--- src/rtl/glpmc_pkg.sv ---
package glpmc_pkg;

  localparam int MAX_LEN = 4096;
  // priority encoders are 8 groups of 8, so segments and segment count are both 64
  localparam int PE_N    = 64;
  localparam int PE_W    = $clog2(PE_N);
  localparam int SEG_LEN = PE_N;
  localparam int NUM_SEG = MAX_LEN / SEG_LEN;
  localparam int POS_W   = $clog2(MAX_LEN);
  localparam int CNT_W   = $clog2(MAX_LEN + 1);
  localparam int CHAR_W  = 8;
  localparam int FLD_W   = 12;

  typedef struct packed {
    logic [CHAR_W-1:0] char_in;
    logic              end_of_string;
  } in_item_t;

  typedef struct packed {
    logic             is_match;
    logic [FLD_W-1:0] match_length;
    logic [FLD_W-1:0] token_value;
    logic             last_token;
  } out_item_t;

  // broadcast to every cell of the chain
  typedef struct packed {
    logic              clear;
    logic              ext;
    logic              fresh;
    logic              write;
    logic [CHAR_W-1:0] ch;
  } cell_cmd_t;

  typedef struct packed {
    logic            any;
    logic [PE_W-1:0] idx;
  } pe_t;

  // lowest set bit of a 64-bit vector, in two levels of eight
  function automatic pe_t first_set(input logic [PE_N-1:0] v);
    pe_t        r;
    logic [7:0] grp_any;
    logic [2:0] grp_idx [8];
    logic [2:0] g;
    for (int gi = 0; gi < 8; gi++) begin
      grp_any[gi] = |v[gi*8 +: 8];
      grp_idx[gi] = 3'd0;
      for (int b = 7; b >= 0; b--) begin
        if (v[gi*8 + b]) begin
          grp_idx[gi] = 3'(b);
        end
      end
    end
    g = 3'd0;
    for (int gi = 7; gi >= 0; gi--) begin
      if (grp_any[gi]) begin
        g = 3'(gi);
      end
    end
    r.any = |grp_any;
    r.idx = {g, grp_idx[g]};
    return r;
  endfunction

endpackage

--- src/rtl/glpmc_cell.sv ---
module glpmc_cell (
  input  logic                 clk,
  input  logic                 rst_n,
  input  glpmc_pkg::cell_cmd_t cmd,
  input  logic                 prev_flag,
  input  logic                 prev_wr,
  output logic                 flag,
  output logic                 wr
);
  import glpmc_pkg::*;

  logic              flag_r, flag_nxt;
  logic              wr_r, wr_nxt;
  logic [CHAR_W-1:0] hist_r;
  logic              hit;
  logic              take;

  assign hit  = wr_r && (hist_r == cmd.ch);
  // written cells form a prefix, so the first unwritten one takes the char
  assign take = cmd.write && prev_wr && !wr_r;

  always_comb begin
    flag_nxt = flag_r;
    if (cmd.clear) begin
      flag_nxt = 1'b0;
    end else if (cmd.ext) begin
      // a candidate ending at the left neighbor extends into this cell
      flag_nxt = prev_flag && hit;
    end else if (cmd.fresh) begin
      flag_nxt = hit;
    end
  end

  always_comb begin
    wr_nxt = wr_r;
    if (cmd.clear) begin
      wr_nxt = 1'b0;
    end else if (take) begin
      wr_nxt = 1'b1;
    end
  end

  always_ff @(posedge clk) begin
    if (!rst_n) begin
      flag_r <= 1'b0;
      wr_r   <= 1'b0;
    end else begin
      flag_r <= flag_nxt;
      wr_r   <= wr_nxt;
    end
  end

  always_ff @(posedge clk) begin
    if (take) begin
      hist_r <= cmd.ch;
    end
  end

  assign flag = flag_r;
  assign wr   = wr_r;

endmodule

--- src/rtl/glpmc_seg.sv ---
module glpmc_seg (
  input  logic                 clk,
  input  logic                 rst_n,
  input  glpmc_pkg::cell_cmd_t cmd,
  input  logic                 prev_flag,
  input  logic                 prev_wr,
  output logic                 last_flag,
  output logic                 last_wr,
  output glpmc_pkg::pe_t       stat
);
  import glpmc_pkg::*;

  logic [SEG_LEN-1:0] flag_v;
  logic [SEG_LEN-1:0] wr_v;
  pe_t                stat_r;

  for (genvar k = 0; k < SEG_LEN; k++) begin : g_cell
    if (k == 0) begin : g_head
      glpmc_cell u_cell (
        .clk       (clk),
        .rst_n     (rst_n),
        .cmd       (cmd),
        .prev_flag (prev_flag),
        .prev_wr   (prev_wr),
        .flag      (flag_v[k]),
        .wr        (wr_v[k])
      );
    end else begin : g_body
      glpmc_cell u_cell (
        .clk       (clk),
        .rst_n     (rst_n),
        .cmd       (cmd),
        .prev_flag (flag_v[k-1]),
        .prev_wr   (wr_v[k-1]),
        .flag      (flag_v[k]),
        .wr        (wr_v[k])
      );
    end
  end

  // first surviving candidate end inside this segment
  always_ff @(posedge clk) begin
    if (!rst_n) begin
      stat_r <= '0;
    end else begin
      stat_r <= first_set(flag_v);
    end
  end

  assign last_flag = flag_v[SEG_LEN-1];
  assign last_wr   = wr_v[SEG_LEN-1];
  assign stat      = stat_r;

endmodule

--- config.mk ---
export PLATFORM = sky130hd
export DESIGN_NAME = glpmc_seg
export DESIGN_NICKNAME = d
export VERILOG_FILES = /design/src/rtl/glpmc_pkg.sv /design/src/rtl/glpmc_cell.sv /design/src/rtl/glpmc_seg.sv
export SDC_FILE = /design/constraint.sdc
export NUM_CORES = 1
export LEC_CHECK = 0
export BUFFER_PORTS_ARGS = -buffer_cell sky130_fd_sc_hd__buf_2
export CAP_MARGIN = 0
export CORE_ASPECT_RATIO = 0.9
export CORE_MARGIN = 10
export CORE_UTILIZATION = 30
export DETAILED_ROUTE_END_ITERATION = 16
export PLACE_DENSITY = 0.45
export SYNTH_ARGS = -nofsm -noshare
export SYNTH_HDL_FRONTEND = slang
export SYNTH_SLANG_ARGS = --single-unit
--- constraint.sdc ---
create_clock -name clk -period 2.35 [get_ports clk]
set_clock_uncertainty 0.1 [all_clocks]
set_input_delay 0.47 -clock clk [delete_from_list [all_inputs] [get_ports clk]]
set_output_delay 0.47 -clock clk [all_outputs]
set_load 0.005 [all_outputs]
==> results.toml <==
[outcome]
status = "complete, but fails checks"
failed_checks = "negative setup slack"

[die]
start_util = 0.3020
dieArea_um2 = 102300
ioPinCount = 25
die_y_um = 304.4
die_w_um = 336.0
rows = 104
core_um2 = 89270

[hold_path]
worstHoldStart = "cmd[1]"
hp-class = "in2reg"
whs_endpoint = "g_cell[63].g_body.u_cell.hist_r[1]"
hold-path-cell-count = 1

[global_routing]
grt_pass1_wl_um = 102500
track_usage = 0.1289
grt_pass1_vias = 16800
antenna_found_initial = 0
grt_start_max_net_pins = 65
grt_overflow_total = 0
grt.busiest_layer = "met2"
use_met3 = 0.02494
use_met1 = 0.1811
met2_usage = 0.2027

[synthesis]
synth_flop_cell = "edfxtp_1"
synth_cell_type_count = 46
synth_nets = 2065
synth.most_common_cell = "edfxtp_1"
synth_area_um2 = 26960
synth_top_area_frac = 0.5702
synthTopCellsByCount = "edfxtp_1, xor2_1, a21oi_1, nor2_1, nor4_1"
synth.area.top_cells = "edfxtp_1, xor2_1, dfxtp_1, a21oi_1, nor4_1"
synth-seq-cells = 647
yosysSeqAreaShare = 0.6705
synth_edf_count = 512
syn_inst = 2049
synth_warnings = 0
yosysTopAreaCell = "edfxtp_1"
synthArstFlopShare = 0
synth.avg_cell_area_um2 = 13.16

[worst_setup_path]
r2r-start = "g_cell[27].g_body.u_cell.flag"
end_kind = "flip-flop"
critPathMaxFanout = 6
critPathKind = "reg2reg"
r2r_end = "stat[0]"
worstPathArrival_ns = 2.91
cp.required_ns = 2.77
r2r_slack_ns = -0.15
rr_worst_depth = 7
critical_path.startpoint_type = "flip-flop"

[clock_tree]
clockBufferDepth = 3
h-tree-depth = 3
cts_tree = "done"
clock_latency_ns = 0.61
path_clk_slew_ns = 0.06
root_buffer = "clkbuf_16"
clock-sinks = 647
cts_buffers = 71

[detailed_routing]
drt_iter0_drc = 1088
totalWireLength_um = 66800
wl_per_cell_um = 18.97
via_count = 16430
drc_errors = 0
drtPass1Iterations = 5
postRouteAntennaNets = 0
post_drt_via_cell_ratio = 4.664

[pwr]
power_mw = 24.73
power.density_nw_per_um2 = 747.2
peakVddDrop_mv = 0.5614
p_leak_nw = 11.46

[timing]
worstMarginPinSlew_ns = 0.7642
finalMaxSlewViolations = 0
fin_ws_ns = -0.1464
rsz0062_at_grt = "yes"
fin_crit_ns = 2.496
min_period_over_period = 1.062
max_freq_mhz = 400.6
slew_headroom = 0.4862
finalSetupViolCount = 2
finalHoldViolCount = 0

[run]
drv_cap = 0

[placed_design]
place_hpwl_um = 43980
portBuffers = 24
gp_congestion = 0.8216
preCtsSetupSlack_ns = -0.2881

[cells_and_area]
fin_util = 0.3708
fin_nets = 2314
drive_above_1_share = 0.1728
area_delta_synth_final_pct = 22.76
antennaDiodeCount = 0
## final cells by class
type                    instances  area, µm²
clock buffers                 114       2175
clock inverters                17      152.6
fillers                      8532      56170
inverters                      16      60.06
multi-input cells            1282       8542
flip-flops and latches        647      18080
well taps                    1166       1459
repair buffers                280       2629
## cells by family (layout without fill, tap and decap cells)
logic type | after synthesis | in the layout | share of synthesized area
flops | 647 | 647 | 0.6705
compound gates | 245 | 245 | 0.04947
xor+xnor | 512 | 512 | 0.1663
simple gates | 525 | 525 | 0.09703
buf+inv | 120 | 427 | 0.01671
## sequential cells by signal, indices dropped and copies added (netlist names)
register	cells
g_cell.g_body.u_cell.flag	63
g_cell.g_body.u_cell.hist_r	504
g_cell.g_body.u_cell.wr	63
g_cell.g_head.u_cell.flag	1
g_cell.g_head.u_cell.hist_r	8
g_cell.g_head.u_cell.wr	1
stat	7
## power by group
group	switching (mW)	internal, mW
Combinational	0.819	0.472
Clock	4.52	6.57
Sequential	0.00429	12.3
## how the worst max path moves through the flow
stage	cells past startpoint	slack (ns)	start	to
finish	7	-0.15	g_cell[27].g_body.u_cell.flag	stat[0]
global route	7	-0.21	g_cell[27].g_body.u_cell.flag	stat[0]
CTS	7	-0.13	g_cell[27].g_body.u_cell.flag	stat[0]
detailed placement	7	-0.29	g_cell[19].g_body.u_cell.flag	stat[0]
global placement	7	-0.18	g_cell[19].g_body.u_cell.flag	stat[0]
floorplan	7	-0.13	g_cell[28].g_body.u_cell.flag	stat[1]
## worst max-delay path, cell delays in order, from the launching register on
cell      delay (ns)
dfxtp_2         0.32
or4_4           0.58
nor4_4          0.33
a221oi_2        0.11
o31a_4          0.33
buf_6           0.13
o311a_1         0.33
o31ai_2         0.19
## per-layer routing
metal / up-vias / share of wire
met1: 8194 / 0.49
met5: - / 0
li1: 7903 / -
met3: 98 / 0.038
met4: 0 / 0.017
met2: 232 / 0.45
## cell usage in the layout (no fill, tap or decap), drive strengths merged, types with 2 or more instances in the layout
| master | instances |
|---|---|
| o311a | 2 |
| o311ai | 2 |
| dfxtp | 135 |
| o31ai | 3 |
| buf | 279 |
| a211oi | 3 |
| o21bai | 7 |
| nor2 | 151 |
| clkinv | 12 |
| nor3b | 2 |
| nor2b | 4 |
| xor2 | 448 |
| nand2 | 131 |
| nor3 | 12 |
| a21oi | 206 |
| or4 | 11 |
| edfxtp | 512 |
| o21ai | 11 |
| xnor2 | 64 |
| inv | 18 |
| nand4 | 66 |
| bufinv | 2 |
| nor4 | 141 |
| clkbuf | 114 |
## per-stage QoR
stage	instance area [µm²]	instances	setup TNS (ns)	hold slack (ns)
final	33100	3522	-0.2400	0.05088
after global routing	33100	3522	-0.4725	0.02159
after CTS	33050	3522	-0.2780	0.01613
after detailed placement	30650	3387	-0.6974	0.3999
after global placement	30650	3387	-0.4200	0.3981
after floorplan	26970	2049	-0.1307	0.3592
## what timing repair did
action,4_1_cts,5_1_grt
pin swaps,9,4
setup endpoints to repair,4,4
hold buffers,1,0
endpoints found under the hold margin,1,0
resized for setup,8,9
buffers inserted,3,0
No activity file was read; power rests on OpenSTA's default activity.
